File: src/design/twre_pkg.sv
// Types, codes and sizing constants for the threshold watch rule engine.
package twre_pkg;

   localparam int RULE_SLOTS = 16;
   localparam int SLOT_W = (RULE_SLOTS > 1) ? $clog2(RULE_SLOTS) : 1;
   localparam logic [SLOT_W-1:0] LAST_SLOT = SLOT_W'(RULE_SLOTS - 1);
   localparam int ALU_W = 35;

   localparam logic [15:0] DEFAULT_PERIOD = 16'd100;
   localparam logic [2:0] FLAG_ENTER = 3'b001;
   localparam logic [2:0] FLAG_EXIT = 3'b010;
   localparam logic [2:0] FLAG_INITIAL = 3'b100;

   typedef enum logic [1:0] {
      ACTION_SAMPLE,
      ACTION_ADD,
      ACTION_REMOVE,
      ACTION_CLEAR
   } action_type;

   typedef enum logic [2:0] {
      MODE_ABOVE,
      MODE_BELOW,
      MODE_INSIDE,
      MODE_OUTSIDE,
      MODE_CHANGED
   } mode_type;

   typedef enum logic [1:0] {
      STATUS_OK,
      STATUS_BAD_ARGS,
      STATUS_FULL
   } status_type;

   typedef enum logic [1:0] {
      RUN_NONE,
      RUN_EXIT,
      RUN_ENTER
   } run_type;

   typedef enum logic [3:0] {
      S_IDLE,
      S_SCAN,
      S_APPLY,
      S_TIME_SUB,
      S_TIME_CMP,
      S_EVAL_A,
      S_EVAL_B,
      S_EVAL_C,
      S_DECIDE
   } state_type;

   typedef struct packed {
      logic [1:0]         action;
      logic [7:0]         rule_id;
      logic [2:0]         compare_mode;
      logic [2:0]         event_flags;
      logic [15:0]        eval_period;
      logic signed [31:0] level_a;
      logic signed [31:0] level_b;
      logic signed [31:0] sample_value;
      logic [31:0]        time_ms;
      logic               sample_valid;
   } req_type;

   typedef struct packed {
      logic [1:0]         status;
      logic               event_valid;
      logic [7:0]         event_rule_id;
      logic               event_state;
      logic signed [31:0] event_value;
      logic [31:0]        event_time;
      logic [1:0]         action_to_run;
   } rsp_type;

   typedef struct packed {
      logic [7:0]         key_id;
      logic [2:0]         mode;
      logic [2:0]         report_mask;
      logic [15:0]        interval;
      logic signed [31:0] engage;
      logic signed [31:0] release_level;
      logic [31:0]        last_eval;
      logic               condition;
      logic signed [31:0] reference;
      logic               primed;
   } entry_type;

endpackage

File: src/design/twre_alu.sv
// Shared registered subtractor whose sign gives the time and level comparisons.
module twre_alu (
   input  logic                                clock,
   input  logic signed [twre_pkg::ALU_W-1:0]   operand_x,
   input  logic signed [twre_pkg::ALU_W-1:0]   operand_y,
   output logic signed [twre_pkg::ALU_W-1:0]   result_ff,
   output logic                                negative
);

   logic signed [twre_pkg::ALU_W-1:0] result_in;

   assign result_in = operand_x - operand_y;
   assign negative = result_ff[twre_pkg::ALU_W-1];

   always_ff @(posedge clock) begin
      result_ff <= result_in;
   end

endmodule

File: src/design/threshold_watch_rule_engine_unit.sv
// Top level of the threshold watch rule engine: sequencer, rule table and result register.
//
// One transaction is taken when start is high and busy is low. A clear-all or an add
// with an unknown mode is answered on the cycle after acceptance, and busy stays low.
// Every other transaction raises busy until the result is shown and walks the rule table
// through its single registered read port, one slot per cycle, stopping at the matching
// id or at the last slot: add and remove give their result in the apply step after the
// scan, and a sample that finds its rule then runs up to five successive subtractions on
// the one shared 35-bit subtractor (elapsed time, period check, up to three level
// comparisons) and the decision that follows them. The result strobe lasts one cycle and
// cannot be held off; a new transaction may be started in that same cycle. The table
// needs no clearing pass.
module threshold_watch_rule_engine_unit (
   input  logic              clock,
   input  logic              reset,
   input  logic              start,
   output logic              busy,
   input  twre_pkg::req_type req_item,
   output logic              rsp_valid,
   output twre_pkg::rsp_type rsp_item
);

   function automatic logic signed [twre_pkg::ALU_W-1:0] sext32(logic signed [31:0] v);
      return {{(twre_pkg::ALU_W - 32){v[31]}}, v};
   endfunction

   function automatic logic signed [twre_pkg::ALU_W-1:0] zext32(logic [31:0] v);
      return {{(twre_pkg::ALU_W - 32){1'b0}}, v};
   endfunction

   twre_pkg::state_type state_ff, state_in;
   twre_pkg::req_type req_ff, req_in;
   logic [twre_pkg::SLOT_W-1:0] scan_ff, scan_in;
   logic [twre_pkg::SLOT_W-1:0] slot_ff, slot_in;
   logic [twre_pkg::SLOT_W-1:0] free_ff, free_in;
   logic [twre_pkg::SLOT_W-1:0] rd_idx_ff, rd_addr;
   logic found_ff, found_in;
   logic free_found_ff, free_found_in;
   logic rd_live_ff, rd_live_in;
   logic lt1_ff, lt1_in;
   logic lt2_ff, lt2_in;
   logic [twre_pkg::RULE_SLOTS-1:0] in_use_ff, in_use_in;

   twre_pkg::entry_type slot_mem [twre_pkg::RULE_SLOTS];
   twre_pkg::entry_type rd_data_ff;
   twre_pkg::entry_type wr_data;
   logic [twre_pkg::SLOT_W-1:0] wr_addr;
   logic wr_en;

   logic signed [twre_pkg::ALU_W-1:0] alu_x, alu_y, alu_ff;
   logic alu_neg;

   logic rsp_valid_ff, rsp_valid_in;
   twre_pkg::rsp_type rsp_item_ff, rsp_item_in;

   logic accept;
   logic bad_mode;
   logic scan_hit;
   logic scan_last;
   logic skip;
   logic new_state;

   assign busy = (state_ff != twre_pkg::S_IDLE);
   assign accept = start && !busy;
   assign bad_mode = (req_item.compare_mode > twre_pkg::MODE_CHANGED);
   assign scan_hit = rd_live_ff && in_use_ff[rd_idx_ff] &&
                     (rd_data_ff.key_id == req_ff.rule_id);
   assign scan_last = rd_live_ff && (rd_idx_ff == twre_pkg::LAST_SLOT);
   assign skip = rd_data_ff.primed && alu_neg;
   assign rd_addr = (state_ff == twre_pkg::S_SCAN) ? scan_ff : slot_ff;
   assign rd_live_in = (state_ff == twre_pkg::S_SCAN);
   assign rsp_valid = rsp_valid_ff;
   assign rsp_item = rsp_item_ff;

   always_comb begin
      case (rd_data_ff.mode)
         twre_pkg::MODE_ABOVE,
         twre_pkg::MODE_BELOW:   new_state = !lt1_ff;
         twre_pkg::MODE_INSIDE:  new_state = !lt1_ff && !lt2_ff;
         twre_pkg::MODE_OUTSIDE: new_state = lt1_ff || lt2_ff;
         default:                new_state = 1'b0;
      endcase
   end

   twre_alu u_alu (
      .clock     (clock),
      .operand_x (alu_x),
      .operand_y (alu_y),
      .result_ff (alu_ff),
      .negative  (alu_neg)
   );

   always_comb begin
      state_in = state_ff;
      case (state_ff)
         twre_pkg::S_IDLE: begin
            if (accept && req_item.action != twre_pkg::ACTION_CLEAR &&
                !(req_item.action == twre_pkg::ACTION_ADD && bad_mode)) begin
               state_in = twre_pkg::S_SCAN;
            end
         end
         twre_pkg::S_SCAN: begin
            if (scan_hit || scan_last) begin
               state_in = twre_pkg::S_APPLY;
            end
         end
         twre_pkg::S_APPLY: begin
            if (req_ff.action == twre_pkg::ACTION_SAMPLE && found_ff) begin
               state_in = twre_pkg::S_TIME_SUB;
            end else begin
               state_in = twre_pkg::S_IDLE;
            end
         end
         twre_pkg::S_TIME_SUB: state_in = twre_pkg::S_TIME_CMP;
         twre_pkg::S_TIME_CMP: state_in = twre_pkg::S_EVAL_A;
         twre_pkg::S_EVAL_A: begin
            if (skip || !req_ff.sample_valid) begin
               state_in = twre_pkg::S_IDLE;
            end else begin
               state_in = twre_pkg::S_EVAL_B;
            end
         end
         twre_pkg::S_EVAL_B: state_in = twre_pkg::S_EVAL_C;
         twre_pkg::S_EVAL_C: state_in = twre_pkg::S_DECIDE;
         twre_pkg::S_DECIDE: state_in = twre_pkg::S_IDLE;
         default:            state_in = twre_pkg::S_IDLE;
      endcase
   end

   always_comb begin
      twre_pkg::entry_type fresh;
      twre_pkg::entry_type upd;
      twre_pkg::status_type status;
      twre_pkg::run_type run;
      logic finish;
      logic ev;
      logic ev_state;

      req_in = req_ff;
      scan_in = scan_ff;
      slot_in = slot_ff;
      free_in = free_ff;
      found_in = found_ff;
      free_found_in = free_found_ff;
      in_use_in = in_use_ff;
      lt1_in = lt1_ff;
      lt2_in = lt2_ff;
      wr_en = 1'b0;
      wr_addr = slot_ff;
      alu_x = '0;
      alu_y = '0;
      finish = 1'b0;
      status = twre_pkg::STATUS_OK;
      run = twre_pkg::RUN_NONE;
      ev = 1'b0;
      ev_state = 1'b0;

      fresh.key_id = req_ff.rule_id;
      fresh.mode = req_ff.compare_mode;
      fresh.report_mask = req_ff.event_flags;
      fresh.interval = (req_ff.eval_period == 16'd0) ? twre_pkg::DEFAULT_PERIOD
                                                     : req_ff.eval_period;
      fresh.engage = req_ff.level_a;
      fresh.release_level = req_ff.level_b;
      fresh.last_eval = '0;
      fresh.condition = 1'b0;
      fresh.reference = '0;
      fresh.primed = 1'b0;

      upd = rd_data_ff;
      upd.last_eval = req_ff.time_ms;
      wr_data = upd;

      case (state_ff)
         twre_pkg::S_IDLE: begin
            if (accept) begin
               req_in = req_item;
               scan_in = '0;
               found_in = 1'b0;
               free_found_in = 1'b0;
               if (req_item.action == twre_pkg::ACTION_CLEAR) begin
                  in_use_in = '0;
                  finish = 1'b1;
               end else if (req_item.action == twre_pkg::ACTION_ADD && bad_mode) begin
                  status = twre_pkg::STATUS_BAD_ARGS;
                  finish = 1'b1;
               end
            end
         end
         twre_pkg::S_SCAN: begin
            if (scan_ff != twre_pkg::LAST_SLOT) begin
               scan_in = scan_ff + twre_pkg::SLOT_W'(1);
            end
            if (scan_hit) begin
               found_in = 1'b1;
               slot_in = rd_idx_ff;
            end else if (rd_live_ff && !in_use_ff[rd_idx_ff] && !free_found_ff) begin
               free_found_in = 1'b1;
               free_in = rd_idx_ff;
            end
         end
         twre_pkg::S_APPLY: begin
            case (req_ff.action)
               twre_pkg::ACTION_ADD: begin
                  finish = 1'b1;
                  if (found_ff || free_found_ff) begin
                     wr_en = 1'b1;
                     wr_addr = found_ff ? slot_ff : free_ff;
                     wr_data = fresh;
                     in_use_in[wr_addr] = 1'b1;
                  end else begin
                     status = twre_pkg::STATUS_FULL;
                  end
               end
               twre_pkg::ACTION_REMOVE: begin
                  finish = 1'b1;
                  if (found_ff) begin
                     in_use_in[slot_ff] = 1'b0;
                  end
               end
               twre_pkg::ACTION_SAMPLE: begin
                  finish = !found_ff;
               end
               default: begin
                  finish = 1'b1;
               end
            endcase
         end
         twre_pkg::S_TIME_SUB: begin
            alu_x = zext32(req_ff.time_ms);
            alu_y = zext32(rd_data_ff.last_eval);
         end
         twre_pkg::S_TIME_CMP: begin
            alu_x = zext32(alu_ff[31:0]);
            alu_y = {{(twre_pkg::ALU_W - 16){1'b0}}, rd_data_ff.interval};
         end
         twre_pkg::S_EVAL_A: begin
            if (skip) begin
               finish = 1'b1;
            end else if (!req_ff.sample_valid) begin
               wr_en = 1'b1;
               finish = 1'b1;
            end else begin
               case (rd_data_ff.mode)
                  twre_pkg::MODE_ABOVE: begin
                     alu_x = sext32(req_ff.sample_value);
                     alu_y = sext32(rd_data_ff.condition ? rd_data_ff.release_level
                                                         : rd_data_ff.engage);
                  end
                  twre_pkg::MODE_BELOW: begin
                     alu_x = sext32(rd_data_ff.condition ? rd_data_ff.release_level
                                                         : rd_data_ff.engage);
                     alu_y = sext32(req_ff.sample_value);
                  end
                  twre_pkg::MODE_CHANGED: begin
                     alu_x = sext32(req_ff.sample_value);
                     alu_y = sext32(rd_data_ff.reference);
                  end
                  default: begin
                     alu_x = sext32(req_ff.sample_value);
                     alu_y = sext32(rd_data_ff.engage);
                  end
               endcase
            end
         end
         twre_pkg::S_EVAL_B: begin
            lt1_in = alu_neg;
            if (rd_data_ff.mode == twre_pkg::MODE_CHANGED) begin
               if (alu_neg) begin
                  alu_x = '0;
                  alu_y = alu_ff;
               end else begin
                  alu_x = alu_ff;
                  alu_y = '0;
               end
            end else begin
               alu_x = sext32(rd_data_ff.release_level);
               alu_y = sext32(req_ff.sample_value);
            end
         end
         twre_pkg::S_EVAL_C: begin
            lt2_in = alu_neg;
            alu_x = alu_ff;
            alu_y = sext32(rd_data_ff.engage);
         end
         twre_pkg::S_DECIDE: begin
            if (rd_data_ff.mode == twre_pkg::MODE_CHANGED) begin
               if (!rd_data_ff.primed) begin
                  upd.primed = 1'b1;
                  upd.reference = req_ff.sample_value;
                  ev = |(rd_data_ff.report_mask & twre_pkg::FLAG_INITIAL);
                  ev_state = 1'b1;
               end else if (!alu_neg) begin
                  upd.reference = req_ff.sample_value;
                  run = twre_pkg::RUN_ENTER;
                  ev = 1'b1;
                  ev_state = 1'b1;
               end
            end else begin
               if (!rd_data_ff.primed) begin
                  upd.primed = 1'b1;
                  upd.condition = new_state;
                  run = new_state ? twre_pkg::RUN_ENTER : twre_pkg::RUN_EXIT;
                  ev = |(rd_data_ff.report_mask & twre_pkg::FLAG_INITIAL);
                  ev_state = new_state;
               end else if (new_state != rd_data_ff.condition) begin
                  upd.condition = new_state;
                  run = new_state ? twre_pkg::RUN_ENTER : twre_pkg::RUN_EXIT;
                  ev = new_state ? |(rd_data_ff.report_mask & twre_pkg::FLAG_ENTER)
                                 : |(rd_data_ff.report_mask & twre_pkg::FLAG_EXIT);
                  ev_state = new_state;
               end
            end
            wr_en = 1'b1;
            wr_data = upd;
            finish = 1'b1;
         end
         default: begin
         end
      endcase

      rsp_valid_in = finish;
      rsp_item_in.status = status;
      rsp_item_in.event_valid = ev;
      rsp_item_in.event_rule_id = ev ? req_ff.rule_id : 8'd0;
      rsp_item_in.event_state = ev & ev_state;
      rsp_item_in.event_value = ev ? req_ff.sample_value : 32'sd0;
      rsp_item_in.event_time = ev ? req_ff.time_ms : 32'd0;
      rsp_item_in.action_to_run = run;
   end

   always_ff @(posedge clock) begin
      if (wr_en) begin
         slot_mem[wr_addr] <= wr_data;
      end
      rd_data_ff <= slot_mem[rd_addr];
   end

   always_ff @(posedge clock) begin
      if (reset) begin
         state_ff <= twre_pkg::S_IDLE;
         in_use_ff <= '0;
         rsp_valid_ff <= 1'b0;
         rd_live_ff <= 1'b0;
         found_ff <= 1'b0;
         free_found_ff <= 1'b0;
         scan_ff <= '0;
      end else begin
         state_ff <= state_in;
         in_use_ff <= in_use_in;
         rsp_valid_ff <= rsp_valid_in;
         rd_live_ff <= rd_live_in;
         found_ff <= found_in;
         free_found_ff <= free_found_in;
         scan_ff <= scan_in;
      end
   end

   always_ff @(posedge clock) begin
      req_ff <= req_in;
      slot_ff <= slot_in;
      free_ff <= free_in;
      rd_idx_ff <= rd_addr;
      lt1_ff <= lt1_in;
      lt2_ff <= lt2_in;
      if (rsp_valid_in) begin
         rsp_item_ff <= rsp_item_in;
      end
   end

endmodule

File: config.mk
export PLATFORM = sky130hd
export DESIGN_NAME = threshold_watch_rule_engine_unit
export DESIGN_NICKNAME = d
export VERILOG_FILES = /design/src/design/twre_pkg.sv /design/src/design/twre_alu.sv /design/src/design/threshold_watch_rule_engine_unit.sv
export SDC_FILE = /design/constraint.sdc
export NUM_CORES = 2
export LEC_CHECK = 0
export BUFFER_PORTS_ARGS = -buffer_cell sky130_fd_sc_hd__buf_4
export CELL_PAD_IN_SITES_DETAIL_PLACEMENT = 0
export CELL_PAD_IN_SITES_GLOBAL_PLACEMENT = 2
export CORE_ASPECT_RATIO = 0.6
export CORE_MARGIN = 2
export CORE_UTILIZATION = 40
export DETAILED_ROUTE_END_ITERATION = 8
export PLACE_DENSITY_LB_ADDON = 0.1
export SYNTH_ARGS = -nofsm -noshare
export SYNTH_HDL_FRONTEND = slang
export SYNTH_SLANG_ARGS = --single-unit
File: constraint.sdc
create_clock -name clock -period 8.6 [get_ports clock]
set_input_delay 2.58 -clock clock [delete_from_list [all_inputs] [get_ports clock]]
set_output_delay 2.58 -clock clock [all_outputs]
set_load 0.05 [all_outputs]
# Word level (Yosys, flattened, before mapping)
# Memories as Yosys holds them, arrays and structs flattened. A register that Yosys moved wholly into a read port is not among the register bits.
# Index checks and enable logic that the tools add are counted.
dict set report classes {
  bitwise_logic 5
  magnitude_cmp 6
  reduce_logical 42
  mux 92
  n_eq_ne 32
  add_sub_neg 2
}
# cell count
set ops {}
lappend ops {{$pmux 35 s5} 2}
lappend ops {{$mux 160} 2}
lappend ops {{$pmux 160 s2} 1}
lappend ops {{$mux 35} 8}
lappend ops {{$mux 32} 4}
lappend ops {{$pmux 35 s3} 1}
lappend ops {{$mux 16} 5}
lappend ops {{$pmux 16 s2} 2}
lappend ops {{$mux 1} 36}
lappend ops {{$mux 4} 9}
lappend ops {{$sub 35x35->35} 1}
lappend ops {{$mux 34} 1}
lappend ops {{$pmux 4 s8} 1}
lappend ops {{$mux 2} 9}
lappend ops {{$and 16x16->16} 1}
lappend ops {{$eq 4x3->1 const B} 4}
lappend ops {{$logic_not 16->1} 1}
lappend ops {{$not 16->16} 1}
lappend ops {{$or 16x16->16} 1}
lappend ops {{$lt 4x5->1 const B} 3}
lappend ops {{$logic_and 1x1->1} 14}
lappend ops {{$ne 2x2->1 const B} 5}
lappend ops {{$reduce_and 3->1} 3}
lappend ops {{$demux 1 s4} 2}
lappend ops {{other kinds (37)} 62}
dict set report totals {
  inputBits 164
  n_memories 1
  mem_bits_rw 2560
  output_inout_bits 80
  ff_bits 316
}
# memory words width rd rd_ports_with_merged_regs write_ports line_no
set mem_list {}
lappend mem_list {slot_mem 16 160 1 1 1 threshold_watch_rule_engine_unit.sv:44} ;# twre_pkg::entry_type slot_mem [twre_pkg::RULE_SLOTS];

# Logic depth before layout (Yosys ltp)
dict set report depth {
  word_depth 9
  mapped_depth 18
}

# Hierarchy
# A second synthesis with hierarchy kept.
dict set report unflattened {
  hier_cells 8781
  hier_area_um2 119170.5
}
# module cells_each instances area_each_um2 seq_area_each_um2
set by_module_without_submodules {}
lappend by_module_without_submodules {threshold_watch_rule_engine_unit 8445 1 116402.9 88194.6}
lappend by_module_without_submodules {twre_alu 336 1 2767.7 700.7}

# Worst setup path after synthesis
# Ideal clock, no wire load.
dict set report synth_path {
  kind {flip-flop to flip-flop}
  startpoint {register state_ff[3]}
  endpoint {memory slot_mem[7][0] (netlist name), enable pin}
  t_arrival_ns 8.605
  n_path_buf 1
  stages_incl_launch_ff 9
  setup_slack_ns -0.688
  t_required_ns 7.917
  cell_sequence {dfxtp_1 buf_2 nor4b_2 nand2_1 nor2_2 nand2_1 mux2i_1 or3_1 nor2_1}
}
dict set report synth_via {
  elab_chain_len 4
  elab_cells_between_ends 7
  cone_classes {3 x eq/ne; 4 x mux}
}
# item line_no
set synth_rtl {}
lappend synth_rtl {{start, declared} threshold_watch_rule_engine_unit.sv:31} ;# twre_pkg::state_type state_ff, state_in;
lappend synth_rtl {{start signal, assigned} threshold_watch_rule_engine_unit.sv:341} ;# state_ff <= twre_pkg::S_IDLE;
lappend synth_rtl {{start signal, assigned} threshold_watch_rule_engine_unit.sv:349} ;# state_ff <= state_in;
lappend synth_rtl {{$eq 4x4->1 (tied with other cells)} threshold_watch_rule_engine_unit.sv:174} ;# case (state_ff)
lappend synth_rtl {{$pmux 1 s3} threshold_watch_rule_engine_unit.sv:174}
lappend synth_rtl {{$mux 1} threshold_watch_rule_engine_unit.sv:333} ;# if (wr_en) begin
lappend synth_rtl {{$mux 1 (implied by the code)} threshold_watch_rule_engine_unit.sv:334} ;# slot_mem[wr_addr] <= wr_data;
lappend synth_rtl {{end, declared} threshold_watch_rule_engine_unit.sv:44}
# Several ways; a longest one is shown, not always the timed one.

# Worst setup path after layout
dict set report layout_path {
  startpoint {register state_ff[1]}
  endpoint {register u_alu.result_ff[29] (netlist name)}
}
dict set report layout_via {
  elab_chain_len 3
  elab_cells_between_ends 8
  cone_classes {1 x add/sub; 5 x eq/ne; 2 x mux}
}
# item line_no
set layout_rtl {}
lappend layout_rtl {{$eq 4x3->1 / $eq 4x2->1 (equally long branches)} threshold_watch_rule_engine_unit.sv:174}
lappend layout_rtl {{$pmux 35 s5} threshold_watch_rule_engine_unit.sv:174}
lappend layout_rtl {{$sub 35x35->35 *} twre_alu.sv:12} ;# assign result_in = operand_x - operand_y;
lappend layout_rtl {{via u_alu.result_in, one bit} twre_alu.sv:10} ;# logic signed [twre_pkg::ALU_W-1:0] result_in;
lappend layout_rtl {{end signal, assigned} twre_alu.sv:16} ;# result_ff <= result_in;
lappend layout_rtl {{end, declared} twre_alu.sv:6} ;# output logic signed [twre_pkg::ALU_W-1:0] result_ff,
# Mark *: on every way through the listed nets, which the timed path passes. The rest lies on a longest branch.
# A chain may end at the register's enable or synchronous reset.

==> impl_metrics.csv <==
group,metric,value,unit
global_route,maximum_number_of_pins_on_one_net_before_global_route_repair,193,
placed_design,place.gp.congestion,0.8631,
synth,syn-num-nets,9605,
setup_path,library_cell_contributing_the_largest_single_delay_on_the_critical_path,"dfxtp_1",
synth,yosys-top-cells-area,"edfxtp_1, nand2_1, nand3_1",
drt,routed_via_density,5.688,
floorplanning,floorplan.initialDensity,0.4018,
synth,synth-async-reset-ratio,0,
global_route,grt_overflow_total,0,
min_path,timing.hold.worst.class,"reg -> reg",
placed_design,dp_hpwl,222600,um
cts,clk_latency,0.90,ns
timing,holdWs,0.5144,ns
finish,final-instance-count-excl-fill,13778,
cts,cts_made_buffers,303,
cts,postCtsSetupRepairBufs,0,
timing,finalSetupViolations,0,
placed_design,dp.cells,13225,
power,max-vdd-ir-drop,0.1528,mV
cts,tritoncts,"done",
placed_design,numPortBuffers,243,
finish,final_layout_size_suffix_gt1_frac,0.1038,
synth,synth.top_cells.by_count,"edfxtp_1, nand2_1, nand3_1",
cts,cts_resized,0,
setup_path,critical_path.startpoint_type,"flop",
cts,hold_buffers,0,
setup_path,cp_data_required_time,9.36,ns
timing,relSlewSlack,0.01744,
timing,slew_violations,0,
synth,synth.ff_latch_count,3036,
timing,finClkSkew,0.04965,ns
setup_path,critical-path-top-delay-family,"compound AO/OA/AOI/OAI gates",
drt,via_count,78371,
power,power_per_cell_area,241.6,nW/um^2
floorplanning,dieArea,306900,um^2
synth,postSynthAreaPerCell,12.86,um^2
timing,worst_slack,3.109,ns
global_route,vias_in_the_first_global_route,74273,
timing,min_period,5.491,ns
synth,synth_top_area_cell,"edfxtp_1",
global_route,global_route_wire_length_before_repair,571100,um
setup_path,critPathKind,"reg -> reg",
floorplanning,die_w,713.9,um
finish,synthToLayoutAreaGrowth,13.25,%
setup_path,critPathCaptureType,"flop",
power,finalPower,33.09,mW
floorplanning,num_rows,156,
synth,yosysMostFrequentCell,"edfxtp_1",
setup_path,critPathBufInv,2,
cts,clockRootBuffer,"clkbuf_16",
finish,nFillCells,27086,
drt,detail_route.wl_per_cell,29.39,um
timing,clock.fmax,182.1,MHz
synth,yosys.cell_types.count,73,
job,maxCapViolCount,0,
drt,detail_route.wirelength,404900,um
synth,number_of_flops_mapped_to_enable_cells_by_yosys,2809,
setup_path,crit_fanout,27,
setup_path,worst_path_largest_cell_delay,0.92,ns
synth,synth.yosys.warnings,0,
placed_design,post-place-ws,3.299,ns
drt,antenna_left,0,
finish,finalNetCount,9704,
setup_path,timing.critical_path.arrival,6.25,ns
synth,post_synthesis_instance_area,120900,um^2
synth,synth_top_flop_cell,"edfxtp_1",
timing,hold_viol_final,0,
setup_path,reg2reg_setup_slack,3.11,ns
cts,ctsHtreeMaxLevel,5,
floorplanning,floorplan.die.height,429.9,um
synth,post-synth-top-area-fraction,0.6975,
global_route,grt.total_usage,0.2573,
global_route,antenna_found_initial,35,
timing,rsz0062_at_grt,"no",
cts,numClockSinks,3036,
power,power.leakage,47.21,nW
timing,worst_pin_slew,1.471,ns
cts,cts_buffer_depth,4,
timing,min_period_over_period,0.6385,
synth,postSynthCellCount,9402,
floorplanning,coreArea,301000,um^2
setup_path,critical_path.cell_chain,"nand4bb_1, inv_1, nand2_1, buf_4, o221a_2, ha_1, nor2b_1, o31a_1, o21ai_0, a21oi_1, a31o_2, a211oi_1, o31ai_1, xor2_1",
drt,drcViolationCount,0,
cts,path_clk_slew,0.07,ns
drt,detailedRoute.firstPassIterationCount,6,
drt,drt_first_iter_violations,8928,
synth,synth_sequential_area_ratio,0.7350,
status,run_status,"finished, final reports clean",
floorplanning,ios,244,
cell type report:
class / instances / area, um^2 / share of cell area
repair buffers: 433 / 3776 / 0.02757
flip-flops and latches: 3036 / 88900 / 0.6491
inverters: 26 / 127.6 / 0.0009318
clock buffers: 413 / 8386 / 0.06122
well taps: 4029 / 5041 / 0.03681
diodes: 10 / 25.02 / 0.0001827
multi-input cells: 5701 / 29450 / 0.2150
clock inverters: 130 / 1260 / 0.009199
registers in the layout, summed over array words and instances, names as in the netlist, 4 cells and up:
signal,cells
slot_mem,2560
req_ff,161
rd_data_ff,160
rsp_item,78
u_alu.result_ff,35
in_use_ff,16
free_ff,4
rd_idx_ff,4
scan_ff,4
slot_ff,4
state_ff,4
routing by layer:
layer / wire length [um] / vias up / track usage
li1: - / 34852 / -
met1: 193100 / 40332 / 0.3980
met2: 178000 / 2716 / 0.3881
met3: 24960 / 471 / 0.03111
met4: 8904 / 0 / 0.05755
met5: 0 / - / 0
worst reg2reg max path, stage by stage, from the launching register on:
cell	delay, ns
dfxtp_1	0.92
nand4bb_1	0.49
inv_1	0.20
nand2_1	0.47
buf_4	0.43
o221a_2	0.33
ha_1	0.28
nor2b_1	0.14
o31a_1	0.29
o21ai_0	0.27
a21oi_1	0.17
a31o_2	0.34
a211oi_1	0.66
o31ai_1	0.17
xor2_1	0.17
path summary, 6_finish.rpt:
| check | from | to | depth (start not counted) |
|---|---|---|---|
| hold reg to reg | in_use_ff[0]$_SDFFE_PP0P_ | in_use_ff[0]$_SDFFE_PP0P_ | 2 |
| setup reg to reg | state_ff[1]$_SDFFE_PP0P_ | u_alu.result_ff[29]$_DFF_P_ | 14 |
| hold / removal | in_use_ff[0]$_SDFFE_PP0P_ | in_use_ff[0]$_SDFFE_PP0P_ | 2 |
| setup / recovery | state_ff[1]$_SDFFE_PP0P_ | u_alu.result_ff[29]$_DFF_P_ | 14 |
cell usage in the layout (no fill, tap or decap), types with 60 or more instances in the layout:
cell	n
dfxtp_1	225
a22o_1	60
a311oi_1	320
nor2_1	161
a31oi_1	169
buf_4	391
edfxtp_1	2809
nand2_1	2643
nand3_1	1298
mux2_2	98
clkbuf_16	311
o21ai_0	82
and2_1	76
clkbuf_1	80
mux2i_1	68
a21oi_1	168
and3_1	167
stage by stage:
stage	setup TNS [ns]	util	cell area, um^2
global route	0	0.4550	136900
global placement	0	0.4229	127300
finish	0	0.4551	137000
floorplan	-1362.65	-	120900
detailed placement	0	0.4229	127300
CTS	0	0.4550	136900
cells by family (layout without fill, tap and decap cells):
family          after synthesis  in the layout  synth area share
flops                      3036           3036            0.7350
mux                         174            174           0.01586
xor+xnor                     38             38          0.002752
buf+inv                     665           1002           0.02346
other cells                   0             10                 0
fa+ha+maj                    39             39          0.004097
simple gates               4487           4487            0.1607
compound gates              963            963           0.05809
report_power, final:
| part | switching (mW) | leakage, nW | internal [mW] | total, mW |
|---|---|---|---|---|
| Combinational | 2.01 | 15.3 | 0.714 | 2.72 |
| Clock | 5.77 | 4.72 | 7.49 | 13.3 |
| Sequential | 0.429 | 27.2 | 16.7 | 17.1 |
| Total | 8.20 | 47.2 | 24.9 | 33.1 |
Note: power is estimated with default switching activity, not from simulation.
